==> src/group_reverse_stream_core_defines.svh <==
// Assertion macros shared by the group reverse stream design.
`ifndef GROUP_REVERSE_STREAM_CORE_DEFINES_SVH
`define GROUP_REVERSE_STREAM_CORE_DEFINES_SVH

// Overlapping implication, checked at every rising clock edge outside reset.
`define GRS_ASSERT_IMP(lbl, clk, rst_n, ante, cons) \
    lbl: assert property (@(posedge clk) disable iff (!rst_n) (ante) |-> (cons)) \
        else $error("grs: implication check failed");

// Non-overlapping implication: the consequent is checked in the cycle after the antecedent.
`define GRS_ASSERT_NXT(lbl, clk, rst_n, ante, cons) \
    lbl: assert property (@(posedge clk) disable iff (!rst_n) (ante) |=> (cons)) \
        else $error("grs: next-cycle check failed");

`endif

==> src/grs_pkg.sv <==
// Package with the shared constants, types and helpers of the group reverse stream.
package grs_pkg;

    // Largest group the buffer can hold.
    localparam int MAX_GROUP = 64;

    // Widths derived from the buffer depth.
    localparam int AW = (MAX_GROUP > 1) ? $clog2(MAX_GROUP) : 1;
    localparam int CW = $clog2(MAX_GROUP + 1);

    // Field widths of the channels and the configuration register.
    localparam int VALUE_W = 32;
    localparam int GS_W    = 7;
    localparam int KW      = (CW > GS_W) ? CW : GS_W;

    // Configuration port geometry.
    localparam int PADDR_W = 3;
    localparam int PDATA_W = 32;

    // Register indexes.
    localparam logic [PADDR_W-3:0] REG_GROUP_SIZE = '0;

    // Reset value of the group size register.
    localparam logic [GS_W-1:0] GROUP_SIZE_RST = GS_W'(1);

    // Sequencer states.
    typedef enum logic {
        ST_IDLE,
        ST_DRAIN
    } t_seq_state;

    // Request from the sequencer to the group buffer.
    typedef struct packed {
        logic               we;
        logic [AW-1:0]      waddr;
        logic [VALUE_W-1:0] wdata;
        logic               re;
        logic [AW-1:0]      raddr;
    } t_ram_req;

    // Group size as used by the datapath: zero acts as one, large values saturate.
    function automatic logic [KW-1:0] effective_size(input logic [GS_W-1:0] gs);
        logic [KW-1:0] gs_ext;
        logic [KW-1:0] k;
        gs_ext = KW'(gs);
        if (gs_ext == '0) begin
            k = KW'(1);
        end else if (gs_ext > KW'(MAX_GROUP)) begin
            k = KW'(MAX_GROUP);
        end else begin
            k = gs_ext;
        end
        return k;
    endfunction

endpackage

==> src/grs_if.sv <==
// Stream interfaces for the input values and the reordered results.
interface grs_in_if;
    logic                              valid;
    logic                              ready;
    logic signed [grs_pkg::VALUE_W-1:0] value;
    logic                              end_of_list;

    modport source (output valid, output value, output end_of_list, input ready);
    modport sink   (input valid, input value, input end_of_list, output ready);
endinterface

interface grs_out_if;
    logic                              valid;
    logic                              ready;
    logic signed [grs_pkg::VALUE_W-1:0] out_value;
    logic                              last_of_run;
    logic                              list_done;

    modport source (output valid, output out_value, output last_of_run, output list_done,
                    input ready);
    modport sink   (input valid, input out_value, input last_of_run, input list_done,
                    output ready);
endinterface

==> src/grs_ram.sv <==
// Simple dual-port synchronous RAM with a registered, enabled read port.
module grs_ram #(
    parameter int DEPTH = 64,
    parameter int WIDTH = 32
) (
    input  logic                                     i_clk,
    input  logic                                     i_we,
    input  logic [((DEPTH > 1) ? $clog2(DEPTH) : 1)-1:0] i_waddr,
    input  logic [WIDTH-1:0]                         i_wdata,
    input  logic                                     i_re,
    input  logic [((DEPTH > 1) ? $clog2(DEPTH) : 1)-1:0] i_raddr,
    output logic [WIDTH-1:0]                         o_rdata
);

    logic [WIDTH-1:0] r_mem [DEPTH];
    logic [WIDTH-1:0] r_rdata;

    // Write port.
    always_ff @(posedge i_clk) begin
        if (i_we) begin
            r_mem[i_waddr] <= i_wdata;
        end
    end

    // Read port: the data register holds its value while the read is not enabled.
    always_ff @(posedge i_clk) begin
        if (i_re) begin
            r_rdata <= r_mem[i_raddr];
        end
    end

    assign o_rdata = r_rdata;

endmodule

==> src/grs_cfg.sv <==
// APB-style register block holding the group size.
module grs_cfg (
    input  logic                          i_clk,
    input  logic                          i_rst_n,
    input  logic                          psel,
    input  logic                          penable,
    input  logic                          pwrite,
    input  logic [grs_pkg::PADDR_W-1:0]   paddr,
    input  logic [grs_pkg::PDATA_W-1:0]   pwdata,
    output logic [grs_pkg::PDATA_W-1:0]   prdata,
    output logic                          pready,
    output logic [grs_pkg::GS_W-1:0]      o_group_size
);

    logic [grs_pkg::GS_W-1:0] r_group_size;
    logic                     wr_en;
    logic                     sel_gs;

    // Word index decode: the low two address bits select bytes and are ignored.
    assign sel_gs = (paddr[grs_pkg::PADDR_W-1:2] == grs_pkg::REG_GROUP_SIZE);
    assign pready = 1'b1;
    assign wr_en  = psel && penable && pwrite && pready;

    // Group size register.
    always_ff @(posedge i_clk) begin
        if (!i_rst_n) begin
            r_group_size <= grs_pkg::GROUP_SIZE_RST;
        end else if (wr_en && sel_gs) begin
            r_group_size <= pwdata[grs_pkg::GS_W-1:0];
        end
    end

    // Read-back multiplexer; unmapped addresses read as zero.
    always_comb begin
        if (sel_gs) begin
            prdata = grs_pkg::PDATA_W'(r_group_size);
        end else begin
            prdata = '0;
        end
    end

    assign o_group_size = r_group_size;

endmodule

==> src/grs_seq.sv <==
// Sequencer: fills the group buffer and drives the read-out of each group.
`include "group_reverse_stream_core_defines.svh"

module grs_seq (
    input  logic                              i_clk,
    input  logic                              i_rst_n,
    input  logic [grs_pkg::GS_W-1:0]          i_group_size,
    grs_in_if.sink                            i_in,
    grs_out_if.source                         o_res,
    output grs_pkg::t_ram_req                 o_ram_req,
    input  logic [grs_pkg::VALUE_W-1:0]       i_rdata
);

    grs_pkg::t_seq_state         r_state, n_state;
    logic [grs_pkg::AW-1:0]      r_fill,  n_fill;
    logic [grs_pkg::AW-1:0]      r_addr,  n_addr;
    logic [grs_pkg::CW-1:0]      r_rem,   n_rem;
    logic                        r_rev,   n_rev;
    logic                        r_eol,   n_eol;
    logic                        r_out_valid, n_out_valid;
    logic                        r_out_last,  n_out_last;
    logic                        r_out_done,  n_out_done;

    logic [grs_pkg::KW-1:0]      k_eff;
    logic [grs_pkg::KW-1:0]      n_held;
    logic                        accept;
    logic                        group_full;
    logic                        issue;

    // Group size in force and the number of values held once this transaction is stored.
    assign k_eff      = grs_pkg::effective_size(i_group_size);
    assign n_held     = grs_pkg::KW'(r_fill) + grs_pkg::KW'(1);
    assign group_full = (n_held >= k_eff);

    assign i_in.ready = (r_state == grs_pkg::ST_IDLE);
    assign accept     = i_in.valid && i_in.ready;
    // A read may go out when the result register is empty or being taken.
    assign issue      = !r_out_valid || o_res.ready;

    // Next state, buffer accesses and result register control.
    always_comb begin
        n_state     = r_state;
        n_fill      = r_fill;
        n_addr      = r_addr;
        n_rem       = r_rem;
        n_rev       = r_rev;
        n_eol       = r_eol;
        n_out_valid = r_out_valid;
        n_out_last  = r_out_last;
        n_out_done  = r_out_done;

        o_ram_req.we    = 1'b0;
        o_ram_req.waddr = r_fill;
        o_ram_req.wdata = i_in.value;
        o_ram_req.re    = 1'b0;
        o_ram_req.raddr = r_addr;

        unique case (r_state)
            grs_pkg::ST_IDLE: begin
                if (r_out_valid && o_res.ready) begin
                    n_out_valid = 1'b0;
                end
                if (accept) begin
                    o_ram_req.we = 1'b1;
                    n_eol        = i_in.end_of_list;
                    if (group_full) begin
                        // Full group: read back from the newest entry downwards.
                        n_rev   = 1'b1;
                        n_addr  = r_fill;
                        n_rem   = grs_pkg::CW'(n_held);
                        n_fill  = '0;
                        n_state = grs_pkg::ST_DRAIN;
                    end else if (i_in.end_of_list) begin
                        // Short final group: read back in arrival order.
                        n_rev   = 1'b0;
                        n_addr  = '0;
                        n_rem   = grs_pkg::CW'(n_held);
                        n_fill  = '0;
                        n_state = grs_pkg::ST_DRAIN;
                    end else begin
                        n_fill  = grs_pkg::AW'(n_held);
                    end
                end
            end
            grs_pkg::ST_DRAIN: begin
                if (issue) begin
                    o_ram_req.re = 1'b1;
                    n_out_valid  = 1'b1;
                    n_out_last   = (r_rem == grs_pkg::CW'(1));
                    n_out_done   = (r_rem == grs_pkg::CW'(1)) && r_eol;
                    n_rem        = r_rem - grs_pkg::CW'(1);
                    if (r_rev) begin
                        n_addr = r_addr - grs_pkg::AW'(1);
                    end else begin
                        n_addr = r_addr + grs_pkg::AW'(1);
                    end
                    if (r_rem == grs_pkg::CW'(1)) begin
                        n_state = grs_pkg::ST_IDLE;
                    end
                end
            end
            default: begin
                n_state = grs_pkg::ST_IDLE;
            end
        endcase
    end

    // Control registers.
    always_ff @(posedge i_clk) begin
        if (!i_rst_n) begin
            r_state     <= grs_pkg::ST_IDLE;
            r_fill      <= '0;
            r_out_valid <= 1'b0;
        end else begin
            r_state     <= n_state;
            r_fill      <= n_fill;
            r_out_valid <= n_out_valid;
        end
    end

    // Read sequencing and result side-band registers.
    always_ff @(posedge i_clk) begin
        r_addr     <= n_addr;
        r_rem      <= n_rem;
        r_rev      <= n_rev;
        r_eol      <= n_eol;
        r_out_last <= n_out_last;
        r_out_done <= n_out_done;
    end

    // Result channel: the value comes straight from the buffer's read register.
    assign o_res.valid       = r_out_valid;
    assign o_res.out_value   = i_rdata;
    assign o_res.last_of_run = r_out_last;
    assign o_res.list_done   = r_out_done;

    // A drain always has reads outstanding.
    `GRS_ASSERT_IMP(a_drain_nonempty, i_clk, i_rst_n,
        r_state == grs_pkg::ST_DRAIN, r_rem != '0)
    // The end-of-list mark only ever comes with the last result of a run.
    `GRS_ASSERT_IMP(a_done_is_last, i_clk, i_rst_n,
        r_out_valid && r_out_done, r_out_last)
    // A completed or final group starts a drain of exactly the values held.
    `GRS_ASSERT_NXT(a_drain_start, i_clk, i_rst_n,
        accept && (group_full || i_in.end_of_list),
        r_state == grs_pkg::ST_DRAIN && r_rem == grs_pkg::CW'($past(n_held)))
    // Any other transaction only grows the fill count.
    `GRS_ASSERT_NXT(a_fill_grows, i_clk, i_rst_n,
        accept && !group_full && !i_in.end_of_list,
        r_state == grs_pkg::ST_IDLE && r_fill == $past(r_fill) + grs_pkg::AW'(1))

endmodule

==> src/group_reverse_stream_core.sv <==
// Top level of the group reverse stream: register block, sequencer and group buffer.
//
// Usage: values arrive on i_in, one per transaction, with end_of_list set on the
// final value of a list. Results leave on o_res. The group size is written through
// the APB-style port at address 0; it resets to 1. The user must write it only while
// the block is idle; the block itself does not enforce this. Values are stored in a
// 64-entry buffer until a group of group_size is held; the group then leaves in
// reverse order. A short group at the end of a list leaves in arrival order.
// last_of_run marks the final result caused by one input transaction and list_done
// the final result of a list. After the transaction that completes a group is taken,
// the sequencer enters its drain state and starts the read; the first result is
// valid once the buffer's read register is loaded, and the others follow one per cycle
// while the receiver takes them. Filling and reading out a group take turns, and the
// group buffer has a single read port. i_in is not ready while a group is read out.
// Reset clears the fill count and the control state; the buffer needs no clearing
// pass, since only entries written in the current group are read.
// When the receiver stalls, the pending result holds and the read-out pauses.
module group_reverse_stream_core (
    input  logic                          i_clk,
    input  logic                          i_rst_n,
    grs_in_if.sink                        i_in,
    grs_out_if.source                     o_res,
    input  logic                          psel,
    input  logic                          penable,
    input  logic                          pwrite,
    input  logic [grs_pkg::PADDR_W-1:0]   paddr,
    input  logic [grs_pkg::PDATA_W-1:0]   pwdata,
    output logic [grs_pkg::PDATA_W-1:0]   prdata,
    output logic                          pready
);

    logic [grs_pkg::GS_W-1:0]    group_size;
    grs_pkg::t_ram_req           ram_req;
    logic [grs_pkg::VALUE_W-1:0] rdata;

    // Configuration registers.
    grs_cfg u_cfg (
        .i_clk        (i_clk),
        .i_rst_n      (i_rst_n),
        .psel         (psel),
        .penable      (penable),
        .pwrite       (pwrite),
        .paddr        (paddr),
        .pwdata       (pwdata),
        .prdata       (prdata),
        .pready       (pready),
        .o_group_size (group_size)
    );

    // Fill and read-out control.
    grs_seq u_seq (
        .i_clk        (i_clk),
        .i_rst_n      (i_rst_n),
        .i_group_size (group_size),
        .i_in         (i_in),
        .o_res        (o_res),
        .o_ram_req    (ram_req),
        .i_rdata      (rdata)
    );

    // Group buffer.
    grs_ram #(
        .DEPTH (grs_pkg::MAX_GROUP),
        .WIDTH (grs_pkg::VALUE_W)
    ) u_buf (
        .i_clk   (i_clk),
        .i_we    (ram_req.we),
        .i_waddr (ram_req.waddr),
        .i_wdata (ram_req.wdata),
        .i_re    (ram_req.re),
        .i_raddr (ram_req.raddr),
        .o_rdata (rdata)
    );

endmodule
==> src/flat_wrapper.sv <==
// flat-port wrapper written by rule: the top's interface ports become plain ports
module group_reverse_stream_core_flat 
  (i_clk, i_rst_n, psel, penable, pwrite, paddr, pwdata, prdata, pready, i_in_valid, i_in_value, i_in_end_of_list, i_in_ready, o_res_valid, o_res_out_value, o_res_last_of_run, o_res_list_done, o_res_ready);
  grs_in_if i_in_i ();
  grs_out_if o_res_i ();
  input  logic i_clk;
  input  logic i_rst_n;
  input  logic psel;
  input  logic penable;
  input  logic pwrite;
  input  logic [grs_pkg::PADDR_W-1:0] paddr;
  input  logic [grs_pkg::PDATA_W-1:0] pwdata;
  output logic [grs_pkg::PDATA_W-1:0] prdata;
  output logic pready;
  input wire logic [$bits(i_in_i.valid)-1:0] i_in_valid;
  input wire logic [$bits(i_in_i.value)-1:0] i_in_value;
  input wire logic [$bits(i_in_i.end_of_list)-1:0] i_in_end_of_list;
  output wire logic [$bits(i_in_i.ready)-1:0] i_in_ready;
  output wire logic [$bits(o_res_i.valid)-1:0] o_res_valid;
  output wire logic [$bits(o_res_i.out_value)-1:0] o_res_out_value;
  output wire logic [$bits(o_res_i.last_of_run)-1:0] o_res_last_of_run;
  output wire logic [$bits(o_res_i.list_done)-1:0] o_res_list_done;
  input wire logic [$bits(o_res_i.ready)-1:0] o_res_ready;
  assign i_in_i.valid = i_in_valid;
  assign i_in_i.value = i_in_value;
  assign i_in_i.end_of_list = i_in_end_of_list;
  assign i_in_ready = i_in_i.ready;
  assign o_res_valid = o_res_i.valid;
  assign o_res_out_value = o_res_i.out_value;
  assign o_res_last_of_run = o_res_i.last_of_run;
  assign o_res_list_done = o_res_i.list_done;
  assign o_res_i.ready = o_res_ready;
  group_reverse_stream_core u_core (.i_clk(i_clk), .i_rst_n(i_rst_n), .i_in(i_in_i), .o_res(o_res_i), .psel(psel), .penable(penable), .pwrite(pwrite), .paddr(paddr), .pwdata(pwdata), .prdata(prdata), .pready(pready));
endmodule
==> config.mk <==
export PLATFORM = sky130hd
export DESIGN_NAME = group_reverse_stream_core_flat
export DESIGN_NICKNAME = d
export VERILOG_FILES = /design/src/grs_pkg.sv /design/src/grs_if.sv /design/src/grs_ram.sv /design/src/grs_cfg.sv /design/src/grs_seq.sv /design/src/group_reverse_stream_core.sv /design/src/flat_wrapper.sv
export VERILOG_INCLUDE_DIRS = /design/src /design/src/src
export SDC_FILE = /design/constraint.sdc
export NUM_CORES = 2
export LEC_CHECK = 0
export ABC_CLOCK_PERIOD_IN_PS = 7600
export BUFFER_PORTS_ARGS = -buffer_cell sky130_fd_sc_hd__buf_4
export CAP_MARGIN = 10
export CORE_AREA = 2 2 419 421
export CTS_CLUSTER_SIZE = 12
export DETAILED_ROUTE_END_ITERATION = 16
export DIE_AREA = 0 0 421 423
export RECOVER_POWER = 25
export SLEW_MARGIN = 0
export SYNTH_ARGS = -nofsm -noshare
export SYNTH_HDL_FRONTEND = slang
export SYNTH_SLANG_ARGS = --single-unit
==> constraint.sdc <==
create_clock -name i_clk -period 7.6 [get_ports i_clk]
set_input_delay 0.76 -clock i_clk [delete_from_list [all_inputs] [get_ports i_clk]]
set_output_delay 0.76 -clock i_clk [all_outputs]
set_load 0.01 [all_outputs]
==> impl_metrics.py <==
metrics = {
    "floorplan": {
        "start_util_pct": 46.8,
        "rows": 153,
        "dieArea_um2": 178000,
        "core_area_um2": 173000,
        "die_w_um": 421,
        "io_pins": 144,
        "fp.dieH_um": 423,
    },
    "pwr": {
        "vdd_ir_drop_max_mv": 0.183,
        "p_per_area_nw_per_um2": 303,
        "leakagePower_nw": 27.9,
    },
    "yosys": {
        "synth-seq-cells": 2112,
        "synthDistinctLibCells": 57,
        "syn_inst": 3625,
        "yosysWarnings": 0,
        "ys_seq_area_share_pct": 78.1,
        "synth.area.top_cells": "edfxtp_1 (78%), mux4_2 (14%), mux2i_1 (0.86%), nor2_1 (0.62%), a221oi_1 (0.61%)",
        "yosysTopAreaCell": "edfxtp_1",
        "synth.avg_cell_area_um2": 22.4,
        "syn-cell-area_um2": 81000,
        "synth-edff-count": 2097,
        "ys.flop_type": "edfxtp_1",
        "async_flop_share_pct": 0,
        "synth_top_cell_area_share_pct": 77.7,
    },
    "grt": {
        "grt_usage_pct": 23.2,
        "grt_remaining_overflow": 0,
        "grt_max_degree": 99,
        "grt_pass1_wl_um": 293000,
        "grt_pass1_vias": 39100,
        "antenna_found_initial": 9,
    },
    "worst_setup_path": {
        "rrSetupSlack_ns": 3.46,
        "critical_path_class": "reg -> reg",
        "crit_fanout": 26,
        "worst_setup_path_start_kind": "flop",
        "end_kind": "flop",
        "arrival_ns": 4.60,
        "required_ns": 8.07,
    },
    "clock_tree": {
        "htreeDepth": 4,
        "cts_tree": "built",
        "cts_setup_buffers": 0,
        "cts_hold_buffers": 0,
        "clock_sinks": 2112,
        "clockBufferDepth": 3,
        "cts_root_buf": "clkbuf_16",
        "cts_resized": 0,
        "cts_made_buffers": 211,
        "clkTransAtPathRegs_ns": 0.06,
        "insertion_delay_ns": 0.85,
    },
    "routing": {
        "dr_wl_met2_um": 101000,
        "dr.first_iter.drc_count": 4563,
        "routed-via-count": 38800,
        "avgRoutedWirePerCell_um": 32.9,
        "routed.top_layer": "met4",
        "wirelength_um": 207000,
        "drc_errors": 0,
        "wl_met3_um": 15100,
        "ant_nets": 0,
        "avgViaCountPerCell": 6.16,
        "wl_met1_um": 86700,
        "dr.pass1.iters": 5,
    },
    "run_status": {
        "violations": "max-capacitance violations, max-slew violations",
        "outcome": "complete, but fails checks",
    },
    "timing": {
        "min_period_ns": 4.14,
        "timing.hold.ws_ns": 0.0996,
        "fmax_ghz": 0.242,
        "rsz0062_at_grt": "false",
        "slew_viol_final": 1886,
        "setup_viol": 0,
        "tightest_slew_ns": 3.02,
        "fin_setup_tns_ns": 0,
        "fin_crit_sh_pct": 54.4,
        "relSlewSlack_pct": -102,
        "fin_skew_ns": 0.0370,
        "hold_violations": 0,
    },
    "cells_and_area": {
        "layout-drive-gt1-share_pct": 25.4,
        "layout_common_cells": "edfxtp_1 (2097), mux4_2 (507), clkbuf_16 (214)",
        "syn_to_final_growth_pct": 12.0,
        "final_common_cell": "edfxtp_1",
        "nNetsFinal": 3930,
    },
    "flow_run": {
        "drv_cap": 29,
    },
    "placed_design": {
        "gp_congestion": 0.746,
        "dp_hpwl_um": 106000,
        "placement.io_buffers": 90,
    },
    "worst_hold_path": {
        "hold_class": "in -> reg",
    },
}
## metal layers
| layer | up-vias | global-route usage (%) |
|---|---|---|
| met5 | - | 0 |
| met4 | 0 | 5.46 |
| met3 | 248 | 4.03 |
| met2 | 1585 | 37.3 |
| met1 | 21200 | 33.4 |
| li1 | 15700 | - |
## area by class of cell
| cell class | instances | area, um2 |
|---|---|---|
| inverters | 13 | 48.8 |
| multi-input cells | 1298 | 17000 |
| clock inverters | 73 | 452 |
| diodes | 2 | 5.00 |
| repair buffers | 204 | 1590 |
| well taps | 2325 | 2910 |
| fillers | 13300 | 82500 |
| flip-flops and latches | 2112 | 63300 |
| clock buffers | 270 | 5570 |
## state kept, by name, summed over array words and instances, names as in the netlist
signal and flops:
u_core.u_seq.r_fill 6, u_core.u_seq.o_res.list_done 1, u_core.u_buf.o_rdata 32, u_core.u_seq.o_res.valid 1, u_core.u_seq.r_rem 7, u_core.u_seq.r_addr 6
u_core.u_seq.r_eol 1, u_core.u_seq.r_state 1, u_core.u_cfg.o_group_size 7, u_core.u_seq.o_res.last_of_run 1, u_core.u_buf.r_mem 2048, u_core.u_seq.r_rev 1
## final timing paths
kind | cells after the start | startpoint | endpoint
hold / removal | 2 | i_rst_n | u_core.u_cfg.o_group_size[0]
hold reg to reg | 2 | u_core.u_cfg.o_group_size[0] | u_core.u_cfg.o_group_size[0]
setup / recovery | 6 | u_core.u_seq.r_state | u_core.u_buf.r_mem[47][5]
setup reg to reg | 6 | u_core.u_seq.r_state | u_core.u_buf.r_mem[47][5]
## per-stage QoR
stage | setup WS, ns | cells | power, mW | util (%) | area, um2
global placement | 3.49 | 5952 | 18.5 | 49.0 | 84900
detailed placement | 3.49 | 5952 | 18.5 | 49.0 | 84900
CTS | 3.47 | 6295 | 27.7 | 52.5 | 90900
global route | 3.22 | 6295 | 28.5 | 52.4 | 90800
finish | 3.46 | 6297 | 27.5 | 52.4 | 90800
floorplan | 3.05 | 3649 | 16.7 | - | 81100
## worst max-delay path, stage by stage, from the launching register on
cell and delay [ns]:
dfxtp_1 0.59, inv_1 0.26, nand2_1 0.21, inv_1 0.38
nand4_1 0.86, nor2_4 0.90, buf_4 0.53
## where the power goes
group | internal (mW) | switching [mW] | total, mW
Sequential | 13.0 | 0.0844 | 13.1
Combinational | 2.09 | 3.02 | 5.10
Clock | 5.14 | 4.20 | 9.33
## cell usage after synthesis (6+ instances only)
master / number
buf_1: 16
o221ai_1: 33
nor3_1: 27
xor2_1: 9
mux2i_1: 70
nor2_1: 134
a31oi_1: 20
dfxtp_1: 15
buf_4: 54
nand3b_1: 6
edfxtp_1: 2097
clkbuf_1: 82
a21oi_1: 60
a22o_1: 37
ha_1: 14
xnor2_1: 9
inv_1: 11
nand2b_1: 15
buf_6: 23
a221oi_1: 56
mux4_2: 507
and2_1: 11
o21ai_0: 51
buf_2: 45
and3_1: 7
a211oi_1: 24
nand3_1: 13
nor2b_1: 18
nand2_1: 70
o22ai_1: 30
## logic make-up (layout without fill, tap and decap cells)
family / Yosys count / after routing / share of synthesized area, %
AOI/OAI and AO/OA: 341 / 341 / 2.95
and+or+nand+nor: 316 / 316 / 1.77
muxes: 582 / 582 / 15.0
buffers and inverters: 239 / 560 / 1.74
DFF: 2112 / 2112 / 78.1
other: 2 / 28 / 0.00927
adders and majority gates: 15 / 15 / 0.241
xor gates and xnor gates: 18 / 18 / 0.195
(Power assumes the default switching activity.)
